[src/sv/scbc_pkg.sv]
// Shared types, constants and width helpers for the skin chroma block classifier.
package scbc_pkg;

  localparam int FRAC_BITS_DEF = 16;
  localparam int NUM_STAGES    = 8;

  localparam int PIX_W  = 8;
  localparam int NPIX   = 4;
  localparam int NCH    = 3;
  localparam int IN_W   = NPIX * NCH * PIX_W;
  localparam int OUT_W  = 8;
  localparam int USER_W = 2;

  localparam int SW    = 10;          // width of r+g+b of the averaged block
  localparam int S2W   = 2 * SW;
  localparam int MEAN_W = 16;
  localparam int COEF_W = 32;
  localparam int MS_W  = MEAN_W + SW;  // mean times s
  localparam int TPW   = COEF_W + S2W; // det_threshold times s*s
  localparam int LO_W  = 32;          // low slice of the inner term

  localparam int CFG_IDX_W  = 3;
  localparam int CFG_DATA_W = 32;

  localparam logic [SW-1:0]     DARK_LIMIT = SW'(50);
  localparam logic [OUT_W-1:0]  MASK_KEEP  = 8'hFF;

  localparam logic [MEAN_W-1:0] MEAN_R_RST    = 16'd16384;
  localparam logic [MEAN_W-1:0] MEAN_G_RST    = 16'd16384;
  localparam logic [COEF_W-1:0] CROSS_RST     = 32'hFFFF_C71C;
  localparam logic [COEF_W-1:0] G_COEF_RST    = 32'd65536;
  localparam logic [COEF_W-1:0] DET_THR_RST   = 32'd7282;
  localparam logic [OUT_W-1:0]  MASK_VAL_RST  = 8'd0;

  typedef enum logic [CFG_IDX_W-1:0] {
    CFG_MEAN_R     = 3'd0,
    CFG_MEAN_G     = 3'd1,
    CFG_CROSS_COEF = 3'd2,
    CFG_G_COEF     = 3'd3,
    CFG_DET_THR    = 3'd4,
    CFG_MASK_VALUE = 3'd5
  } cfg_idx_t;

  typedef struct packed {
    logic [MEAN_W-1:0] mean_r;
    logic [MEAN_W-1:0] mean_g;
    logic [COEF_W-1:0] cross_coef;
    logic [COEF_W-1:0] g_coef;
    logic [COEF_W-1:0] det_threshold;
    logic [OUT_W-1:0]  mask_value;
  } cfg_t;

  // Signed width of DX/DY: r*M against mean*s, whichever is wider, plus sign.
  function automatic int dev_width(input int f);
    int w;
    w = (f + PIX_W > MS_W) ? f + PIX_W : MS_W;
    return w + 1;
  endfunction

  // Width of both sides of the final compare.
  function automatic int cmp_width(input int f);
    return 2 * dev_width(f) + 36;
  endfunction

endpackage

[src/sv/scbc_flow.sv]
// Valid and load control for the classifier pipeline.
module scbc_flow #(
  parameter int NST = scbc_pkg::NUM_STAGES
) (
  input  logic           clk,
  input  logic           rst_n,
  input  logic           in_valid,
  input  logic           out_ready,
  output logic           in_ready,
  output logic [NST-1:0] load,
  output logic [NST-1:0] vld
);
  logic [NST-1:0] vld_r;
  logic [NST-1:0] vld_nxt;
  logic [NST:0]   rdy;

  // A stage takes new data when it is empty or its content moves on.
  always_comb begin
    rdy[NST] = out_ready;
    for (int k = NST - 1; k >= 0; k--) begin
      rdy[k] = !vld_r[k] || rdy[k+1];
    end
    vld_nxt[0] = rdy[0] ? in_valid : vld_r[0];
    for (int k = 1; k < NST; k++) begin
      vld_nxt[k] = rdy[k] ? vld_r[k-1] : vld_r[k];
    end
  end

  always_ff @(posedge clk) begin
    if (!rst_n) begin
      vld_r <= '0;
    end else begin
      vld_r <= vld_nxt;
    end
  end

  assign load     = rdy[NST-1:0];
  assign vld      = vld_r;
  assign in_ready = rdy[0];
endmodule

[config.mk]
export PLATFORM = sky130hd
export DESIGN_NAME = scbc_flow
export DESIGN_NICKNAME = d
export VERILOG_FILES = /design/src/sv/scbc_pkg.sv /design/src/sv/scbc_flow.sv
export SDC_FILE = /design/constraint.sdc
export NUM_CORES = 1
export LEC_CHECK = 0
export BUFFER_PORTS_ARGS = -buffer_cell sky130_fd_sc_hd__buf_2
export CORE_AREA = 2 2 39 41
export DETAILED_ROUTE_END_ITERATION = 8
export DIE_AREA = 0 0 41 43
export PLACE_DENSITY = 0.51
export SLEW_MARGIN = 20
export SYNTH_ARGS = -nofsm -noshare
export SYNTH_HDL_FRONTEND = slang
export SYNTH_SLANG_ARGS = --single-unit
[constraint.sdc]
create_clock -name clk -period 1.1 [get_ports clk]
set_input_delay 0.055 -clock clk [delete_from_list [all_inputs] [get_ports clk]]
set_output_delay 0.055 -clock clk [all_outputs]
set_load 0.005 [all_outputs]
After elaboration in Yosys (flattened, before gate mapping)
Cells that the tools add are included.
{"block": "totals", "ff_bits": 8, "latch_bits": 0, "ram_bits": 0, "romBits": 0, "input_bits": 4, "output_inout_bits": 17, "mem_count": 0}
{"block": "classes", "addsub": 0, "mul": 0, "n_div": 0, "magnitude_cmp": 0, "n_eq_ne": 0, "n_shift": 0, "n_mux": 0, "bitwise": 0, "n_reduce_logical": 16}
{"cell": "1-bit logical NOT", "n": 8}
{"cell": "1-bit logical OR", "n": 8}

Logic depth before layout (Yosys ltp)
{"block": "depth", "depth_word": 9, "ltp_mapped": 5, "depth_no_buf": 4}

Worst setup path before layout
Ideal clock, no wire load.
{"block": "synth_timing", "kind": "register to output", "startpoint": "register vld_r[6], in the netlist vld[6]", "endpoint": "output port load[0]", "arrival_time_ps": 1096, "t_required_ps": 1045, "setup_slack_ps": -51, "path_stages_with_launch": 6, "path_buffers": 1, "path_cell_list": "dfxtp_1 -> and4b_4 -> inv_2 -> nor2_2 -> nand3_1 -> buf_4"}
{"block": "synth_via", "elab_chain_len": 8}
{"element": "from (decl)", "line_no": "scbc_flow.sv:13", "rtl": "logic [NST-1:0] vld_r;"}
{"element": "from (signal assigned)", "line_no": "scbc_flow.sv:33", "rtl": "vld_r <= vld_nxt;"}
{"element": "1-bit logical NOT", "line_no": "scbc_flow.sv:21", "rtl": "rdy[k] = !vld_r[k] || rdy[k+1];"}
{"element": "1-bit logical OR (2 in series)", "line_no": "scbc_flow.sv:21"}
{"element": "named net load[5]", "line_no": "scbc_flow.sv:10", "rtl": "output logic [NST-1:0] load,"}
{"element": "1-bit logical OR (5 in series)", "line_no": "scbc_flow.sv:21"}
{"element": "to (decl)", "line_no": "scbc_flow.sv:10"}
The timed path passes the listed nets, and every way through them passes these cells.

Worst setup path after layout
{"block": "layout_timing", "startpoint": "register vld_r[6], in the netlist vld[6]", "endpoint": "output port in_ready"}
{"block": "layout_via", "elab_chain_len": 8}
{"element": "1-bit logical NOT", "line_no": "scbc_flow.sv:21"}
{"element": "1-bit logical OR (7 in series)", "line_no": "scbc_flow.sv:21"}
{"element": "to (decl)", "line_no": "scbc_flow.sv:9", "rtl": "output logic in_ready,"}
No other way between the ends.

==> reports/metrics.cfg <==
[power_and_ir_drop]
peakVddDrop_mv = 0.311
power_density_mw_per_mm2 = 1040
leakagePower_nw = 0.244
design_power_total_mw = 0.555

[place]
finalWeightedCongestion = 0.744
hpwl_um = 565
placed_area_um2 = 459
numPortBuffers = 20

[grt]
grt_start_max_net_pins = 11
grt_pass1_wl_mm = 1.17
antenna_found_initial = 0
grt_overflow = 0
grt_usage_pct = 10.5
grt_pass1_vias = 282

[detailed_routing]
routed_wl_um = 791
drc = 0
drt-pass1-iter-count = 2
avgViaCountPerCell = 4.23
drtAntennaViolNets = 0
post_drt_wl_per_cell_um = 10.0
vias = 334
drt_iter0_drc = 1

[timing]
whs_ns = 0.0125
setup_viol = 6
max_freq_mhz = 787
slew_headroom_pct = 88.5
slew_violations = 0
period_share_pct = 116
rsz0062_at_grt = true
setup_ws_ns = -0.171
tightest_slew_ns = 0.173
hold_violations = 0
period_needed_ns = 1.27
clock_skew_ns = 0.00821

[clock_network]
cts_buffer_depth = 2
cts_tree = built
hold_buffers = 0
cts_buffers = 3
clock_sinks = 8
worstSkewPairLatency_ns = 0.26
cts_htree_levels = 1
cts_root_buf = clkbuf_4
clkTransAtPathRegs_ns = 0.06

[synthesis]
ys_types = 18
synth_seq_cells = 8
yosys.area_share.adder_pct = 0
synth_edf_count = 0
synth_cells = 37
synth_simple_gate_area_share_pct = 24.5
ys_warn_count = 0
ys_seq_area_share_pct = 47.6
synth_top_family_by_area = simple AND/OR/NAND/NOR gates
yosysMostFrequentCell = dfxtp_1
async_flop_share_pct = 0
synth_area_um2 = 337
synthMuxAreaShare_pct = 0
synth.area.top_cells = dfxtp_1, o21a_1, inv_1, nand2_1, and4b_4
synth_ff_type = dfxtp_1
synth_common_cells = dfxtp_1, o21a_1, inv_1, nand2_1
synth_xor_area_share_pct = 0
synth_top_area_cell = dfxtp_1
synth.avg_cell_area_um2 = 9.10
synth-compound-area-share_pct = 17.8
synth_top_area_share_pct = 47.6
synth_nets = 41

[job]
maxCapViolations = 0

[critical_path]
critical_path_required_ns = 1.04
cp-start-kind = flop
crit_chain = and4b_4 -> inv_4 -> nor2_4 -> nand3_2 -> buf_2
reg2reg_slack_ns = 0.06
crit_fanout = 3
setup.worst_path.end = in_ready
crit_path_end_kind = output pin
cp.depth = 5
cpPeakStageDelay_ns = 0.32
critPathBufInv = 2
worst_r2r_endpoint = vld[0]$_SDFFE_PN0P_
path_delay_family = simple AND/OR/NAND/NOR gates
worstSetupPathType = reg -> out
worst-endpoint-arrival_ns = 1.22
regToRegStartpoint = vld[7]$_SDFFE_PN0P_
crit_slowest_cell = dfxtp_2
r2r_cells = 5
crit_start = vld[6]$_SDFFE_PN0P_

[floorplanning]
core_mm2 = 0.00138
dieHeight_um = 43
rows = 14
die-width_um = 41
dieArea_mm2 = 0.00176
initial_core_util_pct = 24.3
ioPinCount = 21

[cells_and_area]
n_antenna_cell = 0
final_util_pct = 38.7
largest_reg_flops = 8
finalNetCount = 69
area_growth_syn_to_layout_pct = 59.1
design_area_um2 = 536
drive_gt1_share_pct = 66.7

[min_path]
holdCritPathClass = in -> reg

[outcome]
violations = setup timing
status = complete, but fails checks

-- cells by family (layout without fill, tap and decap cells) --
logic type / after synthesis / in the layout
and+or+nand+nor: 13 / 13
AOI/OAI and AO/OA: 8 / 8
DFF: 8 / 8
buffers and inverters: 8 / 34
-- how the worst min path moves through the flow --
stage | cells past startpoint | to | startpoint | slack, ns
after global placement | 2 | vld[0]$_SDFFE_PN0P_ | in_valid | 0.27
after detailed placement | 2 | vld[0]$_SDFFE_PN0P_ | in_valid | 0.28
after floorplan | 1 | vld[0]$_SDFFE_PN0P_ | in_valid | 0.19
after global routing | 2 | vld[0]$_SDFFE_PN0P_ | in_valid | 0.02
final | 2 | vld[0]$_SDFFE_PN0P_ | in_valid | 0.01
after CTS | 2 | vld[0]$_SDFFE_PN0P_ | in_valid | 0.005
-- placed cells by master, fill, tap and decap left out --
master / Yosys / routed
a21oi_1: 1 / 1
a22o_1: 1 / 1
and2_2: 1 / 1
and2b_1: 1 / 1
and3_1: 1 / 1
and4b_4: 1 / 1
buf_2: 0 / 20
buf_4: 1 / 5
clkbuf_4: 0 / 3
dfxtp_1: 8 / 3
dfxtp_2: 0 / 5
inv_1: 4 / 4
inv_2: 2 / 1
inv_4: 0 / 1
nand2_1: 4 / 4
nand3_2: 0 / 2
nor2_4: 0 / 1
nor2b_1: 1 / 1
nor3_4: 0 / 1
o21a_1: 5 / 5
o21ai_2: 1 / 1
-- through the flow --
stage | setup WS [ns] | TNS (ns) | std cells
2_1_floorplan | 0.0177 | 0 | 37
3_3_place_gp | 0.0333 | 0 | 72
3_5_place_dp | 0.0237 | 0 | 72
4_1_cts | -0.209 | -1.17 | 80
5_1_grt | -0.247 | -1.34 | 79
6_report | -0.171 | -0.877 | 79
-- timing repair --
item	4_1_cts	5_1_grt
pin swaps	3	3
resized for setup	5	3
buffers inserted	5	1
cloned	0	0
endpoints found under the setup margin	7	8
-- layer usage --
metal  part of all wire (%)  global-route usage [%]
met3                    5.9                    3.14
met1                     43                    12.7
met4                    1.3                    12.0
met5                      0                       0
met2                     50                    12.8
-- power by group --
part	total, mW	internal, mW	leakage, nW	switching, mW
registers	0.303	0.296	0.0676	0.00651
logic	0.0261	0.0142	0.163	0.0119
clock network	0.226	0.125	0.0138	0.101
total	0.555	0.435	0.244	0.119
-- layout make-up --
type | count | area (um^2)
repair buffers | 25 | 138
well taps | 16 | 20.0
flip-flops and latches | 8 | 166
multi-input cells | 21 | 164
clock buffers | 3 | 22.5
fillers | 152 | 848
inverters | 6 | 25.0
Note: power is estimated with default switching activity, not from simulation.
