$ cat src/sv/scbc_pkg.sv
// Shared types, constants and width helpers for the skin chroma block classifier.
package scbc_pkg;

  localparam int FRAC_BITS_DEF = 16;
  localparam int NUM_STAGES    = 8;

  localparam int PIX_W  = 8;
  localparam int NPIX   = 4;
  localparam int NCH    = 3;
  localparam int IN_W   = NPIX * NCH * PIX_W;
  localparam int OUT_W  = 8;
  localparam int USER_W = 2;

  localparam int SW    = 10;          // width of r+g+b of the averaged block
  localparam int S2W   = 2 * SW;
  localparam int MEAN_W = 16;
  localparam int COEF_W = 32;
  localparam int MS_W  = MEAN_W + SW;  // mean times s
  localparam int TPW   = COEF_W + S2W; // det_threshold times s*s
  localparam int LO_W  = 32;          // low slice of the inner term

  localparam int CFG_IDX_W  = 3;
  localparam int CFG_DATA_W = 32;

  localparam logic [SW-1:0]     DARK_LIMIT = SW'(50);
  localparam logic [OUT_W-1:0]  MASK_KEEP  = 8'hFF;

  localparam logic [MEAN_W-1:0] MEAN_R_RST    = 16'd16384;
  localparam logic [MEAN_W-1:0] MEAN_G_RST    = 16'd16384;
  localparam logic [COEF_W-1:0] CROSS_RST     = 32'hFFFF_C71C;
  localparam logic [COEF_W-1:0] G_COEF_RST    = 32'd65536;
  localparam logic [COEF_W-1:0] DET_THR_RST   = 32'd7282;
  localparam logic [OUT_W-1:0]  MASK_VAL_RST  = 8'd0;

  typedef enum logic [CFG_IDX_W-1:0] {
    CFG_MEAN_R     = 3'd0,
    CFG_MEAN_G     = 3'd1,
    CFG_CROSS_COEF = 3'd2,
    CFG_G_COEF     = 3'd3,
    CFG_DET_THR    = 3'd4,
    CFG_MASK_VALUE = 3'd5
  } cfg_idx_t;

  typedef struct packed {
    logic [MEAN_W-1:0] mean_r;
    logic [MEAN_W-1:0] mean_g;
    logic [COEF_W-1:0] cross_coef;
    logic [COEF_W-1:0] g_coef;
    logic [COEF_W-1:0] det_threshold;
    logic [OUT_W-1:0]  mask_value;
  } cfg_t;

  // Signed width of DX/DY: r*M against mean*s, whichever is wider, plus sign.
  function automatic int dev_width(input int f);
    int w;
    w = (f + PIX_W > MS_W) ? f + PIX_W : MS_W;
    return w + 1;
  endfunction

  // Width of both sides of the final compare.
  function automatic int cmp_width(input int f);
    return 2 * dev_width(f) + 36;
  endfunction

endpackage

$ cat src/sv/scbc_avg.sv
// Block averaging, brightness test and chroma deviation (stages 1 and 2).
module scbc_avg #(
  parameter int FRAC_BITS = scbc_pkg::FRAC_BITS_DEF
) (
  input  logic                                          clk,
  input  logic [1:0]                                    load,
  input  logic [scbc_pkg::IN_W-1:0]                     pix,
  input  scbc_pkg::cfg_t                                cfg,
  output logic signed [scbc_pkg::dev_width(FRAC_BITS)-1:0] dx,
  output logic signed [scbc_pkg::dev_width(FRAC_BITS)-1:0] dy,
  output logic [scbc_pkg::S2W-1:0]                      s2,
  output logic                                          bright
);
  import scbc_pkg::*;

  localparam int DW = dev_width(FRAC_BITS);

  logic [SW-1:0]    ch_sum [NCH];
  logic [PIX_W-1:0] ch_avg [NCH];
  logic [SW-1:0]    s_nxt;

  logic [PIX_W-1:0] r1_r, g1_r;
  logic [SW-1:0]    s1_r;
  logic             b1_r;

  logic [MS_W-1:0]      mr_s, mg_s;
  logic signed [DW-1:0] dx_nxt, dy_nxt, dx_r, dy_r;
  logic [S2W-1:0]       s2_nxt, s2_r;
  logic                 b2_r;

  always_comb begin
    for (int c = 0; c < NCH; c++) begin
      ch_sum[c] = '0;
      for (int p = 0; p < NPIX; p++) begin
        ch_sum[c] = ch_sum[c] + SW'(pix[(p*NCH+c)*PIX_W +: PIX_W]);
      end
      ch_avg[c] = ch_sum[c][SW-1:2];
    end
    s_nxt = SW'(ch_avg[0]) + SW'(ch_avg[1]) + SW'(ch_avg[2]);
  end

  always_ff @(posedge clk) begin
    if (load[0]) begin
      r1_r <= ch_avg[0];
      g1_r <= ch_avg[1];
      s1_r <= s_nxt;
      b1_r <= (s_nxt >= DARK_LIMIT);
    end
  end

  assign mr_s   = MS_W'(cfg.mean_r) * MS_W'(s1_r);
  assign mg_s   = MS_W'(cfg.mean_g) * MS_W'(s1_r);
  assign dx_nxt = $signed((DW'(r1_r) << FRAC_BITS) - DW'(mr_s));
  assign dy_nxt = $signed((DW'(g1_r) << FRAC_BITS) - DW'(mg_s));
  assign s2_nxt = S2W'(s1_r) * S2W'(s1_r);

  always_ff @(posedge clk) begin
    if (load[1]) begin
      dx_r <= dx_nxt;
      dy_r <= dy_nxt;
      s2_r <= s2_nxt;
      b2_r <= b1_r;
    end
  end

  assign dx     = dx_r;
  assign dy     = dy_r;
  assign s2     = s2_r;
  assign bright = b2_r;
endmodule

$ cat config.mk
export PLATFORM = sky130hd
export DESIGN_NAME = scbc_avg
export DESIGN_NICKNAME = d
export VERILOG_FILES = /design/src/sv/scbc_pkg.sv /design/src/sv/scbc_avg.sv
export SDC_FILE = /design/constraint.sdc
export NUM_CORES = 1
export LEC_CHECK = 0
export BUFFER_PORTS_ARGS = -buffer_cell sky130_fd_sc_hd__buf_2
export CAP_MARGIN = 5
export CORE_ASPECT_RATIO = 1.1
export CORE_MARGIN = 4
export CORE_UTILIZATION = 40
export DETAILED_ROUTE_END_ITERATION = 8
export GPL_ROUTABILITY_DRIVEN = 0
export HOLD_SLACK_MARGIN = 0.02
export MAX_ROUTING_LAYER = met4
export SLEW_MARGIN = 10
export SYNTH_ARGS = -nofsm -noshare
export SYNTH_HDL_FRONTEND = slang
export SYNTH_SLANG_ARGS = --single-unit
export TNS_END_PERCENT = 30
$ cat constraint.sdc
create_clock -name clk -period 15.35 [get_ports clk]
set_input_delay 2.3025 -clock clk [delete_from_list [all_inputs] [get_ports clk]]
set_output_delay 2.3025 -clock clk [all_outputs]
set_load 0.02 [all_outputs]
# Word level (Yosys, flattened, before mapping)
# Index checks and enable logic that the tools add are counted.
dict set report totals {
  register_bits 102
  inputBits 235
  out_inout_bits 75
  wordCells 25
}
dict set report op_classes {
  add_sub_neg 13
  mul 3
  n_lt_le_gt_ge 1
}
# op n
set ops {}
lappend ops {{subtractor 24 x 26 -> 27 bit} 2}
lappend ops {{multiplier 16 x 10 -> 26 bit} 2}
lappend ops {{adder 9 x 8 -> 10 bit} 4}
lappend ops {{adder 8 x 8 -> 9 bit} 4}
lappend ops {{adder 10 x 8 -> 10 bit} 3}
lappend ops {{multiplier 10 x 10 -> 20 bit} 1}
lappend ops {{greater-or-equal comparator 10 x 6 -> 1 bit (second input constant)} 1}

# Depth between registers and ports, before layout
# Gate-level depths: netlist of the first run.
dict set report logic_depth {
  ltp_word 6
  mapped_depth 21
  depth_no_buf 21
}

# Worst setup path after synthesis of the first run
# No wires, ideal clock.
dict set report synth_path {
  path_kind {input to register}
  startpoint {input port cfg[111] (netlist bit)}
  endpoint {register dy_r[15], in the netlist dy[15] (data pin)}
  setup_ns 0.259
  t_arrival_ns 6.747
  required_time_ns 15.091
  slack_ns 8.345
  stages 19
  n_path_buf 1
  cell_sequence {clkbuf_1 -> nand2_1 -> fa_1 -> inv_1 -> fa_1 -> inv_1 -> fa_1 -> inv_1 -> fa_1 -> inv_1 -> fa_1 -> ha_1 -> a21o_1 -> a21o_1 -> a21oi_1 -> nand2_1 -> a221o_1 -> a21oi_1 -> xnor2_1}
}
dict set report synth_between {
  elab_chain_len 2
}
# item line
set synth_lines {}
lappend synth_lines {{start, declared} scbc_avg.sv:8} ;# input scbc_pkg::cfg_t cfg,
lappend synth_lines {{multiplier 16 x 10 -> 26 bit} scbc_avg.sv:52} ;# assign mg_s = MS_W'(cfg.mean_g) * MS_W'(s1_r);
lappend synth_lines {{subtractor 24 x 26 -> 27 bit} scbc_avg.sv:54} ;# assign dy_nxt = $signed((DW'(g1_r) << FRAC_BITS) - DW'(mg_s));
lappend synth_lines {{named net dy_nxt[15]} scbc_avg.sv:27} ;# logic signed [DW-1:0] dx_nxt, dy_nxt, dx_r, dy_r;
lappend synth_lines {{end signal, assigned} scbc_avg.sv:60} ;# dy_r <= dy_nxt;
lappend synth_lines {{end, declared} scbc_avg.sv:27}
# The timed path passes the listed nets, and every way through them passes these cells.
# A chain may end at the register's enable or synchronous reset.

# Worst setup path in the final report of the first run
dict set report layout_path {
  startpoint {input port cfg[111] (netlist bit)}
  endpoint {register dy_r[25], in the netlist dy[25] (data pin)}
}
# The elaborated chain is that of the path after synthesis.

==> impl_metrics.toml, run 1 <==
[run_status]
status = "completed"

[clocking]
path_clk_slew_ns = 0.08
clock_tree.root_cell = "clkbuf_16"
cts.path.max_buffers = 2
postCtsSetupRepairBufs = 0
cts_hold_buf = 0
clock-sinks = 101
cts_buffers = 9
cts_resized = 0
cts_tree = "done"
ctsHtreeMaxLevel = 3
insertion_delay_ns = 0.40

[routing]
num_vias = 14100
routed_via_density = 4.79
drcViolationCount = 0
drt_iter0_markers = 487
ant_nets = 0
wl_um = 42600
post_drt_wl_per_cell_um = 14.4
dr.pass1.iters = 5

[setup_path]
criticalPathCategory = "in2reg"
critPathMaxFanout = 10
r2r-start = "s1_r[1]"
end_kind = "flop"
cp.arrival_ns = 7.22
reg2reg_slack_ns = 9.57
worstReg2RegEnd = "dy[25]"
cp.required_ns = 15.49
crit_path_start_kind = "primary input"
reg2reg_depth = 18

[layout]
fillers = 4823
multi_input_area_sq_um = 14600
nets = 3084
area_growth_pct = 9.69
drive_above_1_share_pct = 10.8
finalNonFillerCells = 2952
fin_util_pct = 44.7
seqCellArea_sq_um = 3030

[timing]
timing_hold_violations_final = 0
min_period_ns = 7.08
setup_tns_ns = 0
whs_ns = 0.422
fmax_mhz = 141
rsz0062_at_grt = "false"
setup_viol = 0
maxSlewHeadroom_pct = 33.5
tightest_slew_ns = 0.997
fin_crit_sh_pct = 46.1
skew_ns = 0.0116
slew_viol_final = 0

[logic_synthesis]
synth_common_cells = "inv_1, fa_1, ha_1, nand2_1, and2_1"
synth_warnings = 0
synth.most_common_cell = "inv_1"
synth_area_per_cell_sq_um = 9.39
yosys_most_used_dff = "edfxtp_1"
synth_nets = 2934
netlist_area_sq_um = 20000
seq_area_frac_synth_pct = 15.1
async_flop_share_pct = 0
yosysTopAreaCell = "fa_1"
ys_seq_elements = 101
synth.top_cell.area_share_pct = 34.5
synth_cell_type_count = 66
netlist_instances = 2134
ys_top_cells_by_area = "fa_1, edfxtp_1, ha_1, inv_1, and2_1"
synth_edf_count = 101

[placement]
dp_cells = 2925
dp_hpwl_um = 34100
numPortBuffers = 204

[global_route]
grt_pass1_wl_um = 72300
grt_usage_pct = 16.8
grt_max_degree = 75
antenna_found_initial = 11
overflow = 0
first_global_vias = 15300

[job]
maxCapViolations = 0

[floorplanning]
core-area_sq_um = 49200
die_x_um = 221
pin_count = 310
initial_core_util_pct = 40.7
die_y_um = 243
die-area_sq_um = 53800
placementRows = 85

[min_path]
whs_path_depth = 0
worstHoldPathType = "reg2reg"
min_to = "bright"
worstHoldStart = "b1_r"
-- metrics by stage --
| step | instance area (sq um) | setup slack [ns] |
|---|---|---|
| finish | 22000 | 8.27 |
| global route | 22000 | 8.01 |
| CTS | 22000 | 8.31 |
| detailed placement | 21700 | 7.88 |
| global placement | 21700 | 7.92 |
| floorplan | 20000 | 8.34 |
-- area by class of cell --
type                    instances  area share [%]
repair buffers                214            5.00
multi-input cells            1396            66.5
inverters                     562            9.59
clock buffers                   9            1.02
well taps                     652            3.71
flip-flops and latches        101            13.8
clock inverters                 7           0.302
diodes                         11           0.125
-- flip-flops by register name, indices dropped and copies added (netlist names) --
signal,flops
r1_r,8
bright,1
s2,19
g1_r,8
b1_r,1
s1_r,10
dy,27
dx,27
-- layer usage --
| layer | GRT usage, % | up-vias | wire [um] | share of wire [%] |
|---|---|---|---|---|
| met5 | - | - | 0 | 0 |
| met4 | 5.27 | 0 | 826 | 1.9 |
| met3 | 2.83 | 48 | 2000 | 4.7 |
| met2 | 29.7 | 285 | 21900 | 51 |
| met1 | 19.7 | 7022 | 17900 | 42 |
| li1 | - | 6791 | - | - |
-- worst max-delay path by stage --
stage / start / endpoint / slack (ns) / depth (start not counted)
after floorplan: cfg[111] / dy[15] / 8.34 / 19
after global routing: cfg[113] / dy[25] / 8.01 / 18
after CTS: cfg[111] / dy[25] / 8.31 / 18
final: cfg[111] / dy[25] / 8.27 / 18
after detailed placement: cfg[111] / dy[25] / 7.88 / 18
after global placement: cfg[111] / dy[25] / 7.92 / 18
-- logic make-up (layout without fill, tap and decap cells) --
kind of cell | after synthesis | count (layout) | share of synthesized area [%]
and+or+nand+nor | 513 | 513 | 12.9
AOI/OAI and AO/OA | 224 | 224 | 7.61
other | 1 | 12 | 0.0187
adders and majority gates | 565 | 565 | 48.2
buffers and inverters | 637 | 792 | 12.0
DFF | 101 | 101 | 15.1
muxes | 2 | 2 | 0.106
xor gates and xnor gates | 91 | 91 | 4.05
-- cell usage in the layout (no fill, tap or decap), types with 3 or more instances in the layout --
| cell type | instances |
|---|---|
| edfxtp_1 | 101 |
| and3_1 | 10 |
| fa_1 | 345 |
| o21a_1 | 11 |
| o21ai_0 | 24 |
| nand4_1 | 4 |
| buf_4 | 11 |
| inv_1 | 562 |
| a21boi_0 | 3 |
| and3b_1 | 3 |
| inv_8 | 3 |
| diode_2 | 11 |
| a21oi_1 | 68 |
| nand3_1 | 15 |
| a21o_1 | 48 |
| nor2_1 | 37 |
| buf_2 | 203 |
| a211o_1 | 3 |
| nand2_1 | 208 |
| ha_1 | 220 |
| a31oi_1 | 11 |
| or3_1 | 4 |
| xnor2_1 | 64 |
| and2_1 | 195 |
| nor2b_1 | 14 |
| o21ai_1 | 3 |
| o311a_1 | 3 |
| a211oi_1 | 5 |
| clkbuf_16 | 9 |
| nor3_1 | 8 |
| xor2_1 | 25 |
| a41oi_1 | 4 |
| o21bai_1 | 13 |
| nand2b_1 | 7 |
-- critical path: stages --
cell       delay [ns]
buf_2            0.24
nand2_1          0.12
fa_1             0.56
inv_1            0.05
fa_1             0.50
inv_1            0.06
fa_1             0.53
inv_1            0.05
fa_1             0.47
inv_1            0.05
fa_1             0.43
ha_1             0.37
and3_1           0.25
o2111ai_1        0.23
a211oi_2         0.45
o21ai_2          0.15
o31ai_2          0.31
xor2_1           0.11
Power of run 1 is not shown: default switching activity piles up to over one toggle a cycle in this logic, so the estimate is an artifact.
==> run 2, diff against run 1 <==
clock period = 5.95 ns   (was 15.35 ns; I/O delays follow)
==> run 2 against run 1 <==
Register-to-register slack worse by 9.2 ns. Clock skew shrank 0.00068 ns. Via count rose by 1.7%. Worst hold slack got worse by 0.00094 ns. Global-route usage up 0.22 points. First-iteration DRC count is 22% higher. Largest cell class unchanged. Highest routed layer unchanged.
==> impl_metrics.toml, run 2 (synthesis gave the netlist of run 1 again) <==
[timing]
setup_tns_ns = 0
maxSlewHeadroom_pct = 34.3
tightest_slew_ns = 0.985
rsz0062_at_grt = "false"
skew_ns = 0.0109
min_period_ns = 5.54
timing_hold_violations_final = 0
slew_viol_final = 0
fin_crit_sh_pct = 93.1
fmax_mhz = 181
setup_viol = 0

[setup_path]
path_common_cell = "fa_1"
path_cells = "buf_4 > nand2_1 > fa_1 > inv_1 > fa_1 > inv_1 > fa_1 > inv_1 > fa_1 > inv_1 > fa_1 > ha_1 > and3_1 > o2111ai_1 > a211oi_2 > o21ai_2 > o31ai_2 > xor2_1"
crit_path_start_kind = "flop"
cp.arrival_ns = 5.67
r2r-start = "s1_r[1]"
worstReg2RegEnd = "dy[25]"
cp.required_ns = 6.08
slowest_delay_ns = 0.54
critPathMaxFanout = 6
end_kind = "flop"
slowest_stage = "fa_1"
criticalPathCategory = "reg2reg"
reg2reg_slack_ns = 0.41
reg2reg_depth = 18

[clocking]
cts_buffers = 9
clock-sinks = 101
ctsHtreeMaxLevel = 3
insertion_delay_ns = 0.39
cts_hold_buf = 0
clock_tree.root_cell = "clkbuf_16"
cts.path.max_buffers = 2
postCtsSetupRepairBufs = 0
path_clk_slew_ns = 0.07
cts_resized = 0
cts_tree = "done"

[placement]
dp_hpwl_um = 35600
numPortBuffers = 204

[floorplanning]
initial_core_util_pct = 40.7
die_x_um = 221
core-area_sq_um = 49200
pin_count = 310
die_y_um = 243
placementRows = 85
die-area_sq_um = 53800

[global_route]
first_global_vias = 15700
grt.met1_usage_pct = 20.2
grt_usage_pct = 17.1
grt_use_met2_pct = 29.7
grt_pass1_wl_um = 73700
antenna_found_initial = 12
top_usage_layer = "met2"
overflow = 0
gr-usage-met3_pct = 2.85
grt_max_degree = 75

[min_path]
worstHoldPathType = "reg2reg"
whs_path_depth = 0
min_to = "bright"
worstHoldStart = "b1_r"

[layout]
nets = 3137
final_common_cell = "inv_1"
final_cell_mix = "inv_1, fa_1, ha_1"
area_growth_pct = 12.3
fillers = 4798
drive_above_1_share_pct = 12.9

[routing]
drt_iter0_markers = 592
post_drt_wl_per_cell_um = 14.2
drcViolationCount = 0
wl_um = 42800
num_vias = 14400
ant_nets = 0
dr.pass1.iters = 5
routed_via_density = 4.78

[job]
maxCapViolations = 0

[run_status]
status = "completed"
## run 2: layout make-up
class	count	area [sq um]	area share, %
tap	652	816	3.62
timing repair buffer	267	1610	7.15
antenna	12	30.0	0.133
sequential	101	3030	13.5
clock inverter	7	73.8	0.328
clock buffer	9	225	1.00
inverter	562	2110	9.37
multi-input combinational	1396	14600	64.9
## run 2: worst max-delay path, delay by kind of cell (launching register included)
| family | cells | cell delay, ns |
|---|---|---|
| adder cells (fa/ha/maj) | 6 | 2.82 |
| XOR/XNOR | 1 | 0.11 |
| AO/OA/AOI/OAI | 4 | 1.08 |
| buffers and inverters | 5 | 0.43 |
| flip-flops | 1 | 0.52 |
| AND/OR/NAND/NOR | 2 | 0.32 |
## run 2: how the worst max path moves through the flow
stage | start | to
finish | s1_r[1] | dy[25]
global route | s1_r[1] | dx[20]
CTS | s1_r[1] | dx[20]
detailed placement | cfg[112] | dy[25]
global placement | cfg[112] | dy[25]
floorplan | cfg[111] | dy[15]
## run 2: metal layers
| metal | vias to the layer above | wire [um] |
|---|---|---|
| li1 | 6889 | - |
| met1 | 7137 | 18200 |
| met2 | 301 | 21700 |
| met3 | 54 | 2080 |
| met4 | 0 | 896 |
| met5 | - | 0 |
## run 2: metrics by stage
stage          cell area [sq um]  worst slack [ns]  instances  util [%]  hold WS (ns)
2_1_floorplan              20000             0.355       2134         -         0.400
3_3_place_gp               22000            0.0891       2962      44.7         0.401
3_5_place_dp               22000            0.0138       2962      44.7         0.419
4_1_cts                    22300             0.161       2978      45.3         0.423
5_1_grt                    22500             0.132       3006      45.7         0.429
6_report                   22500             0.413       3006      45.7         0.421
Power of run 2 is left out for the same reason.
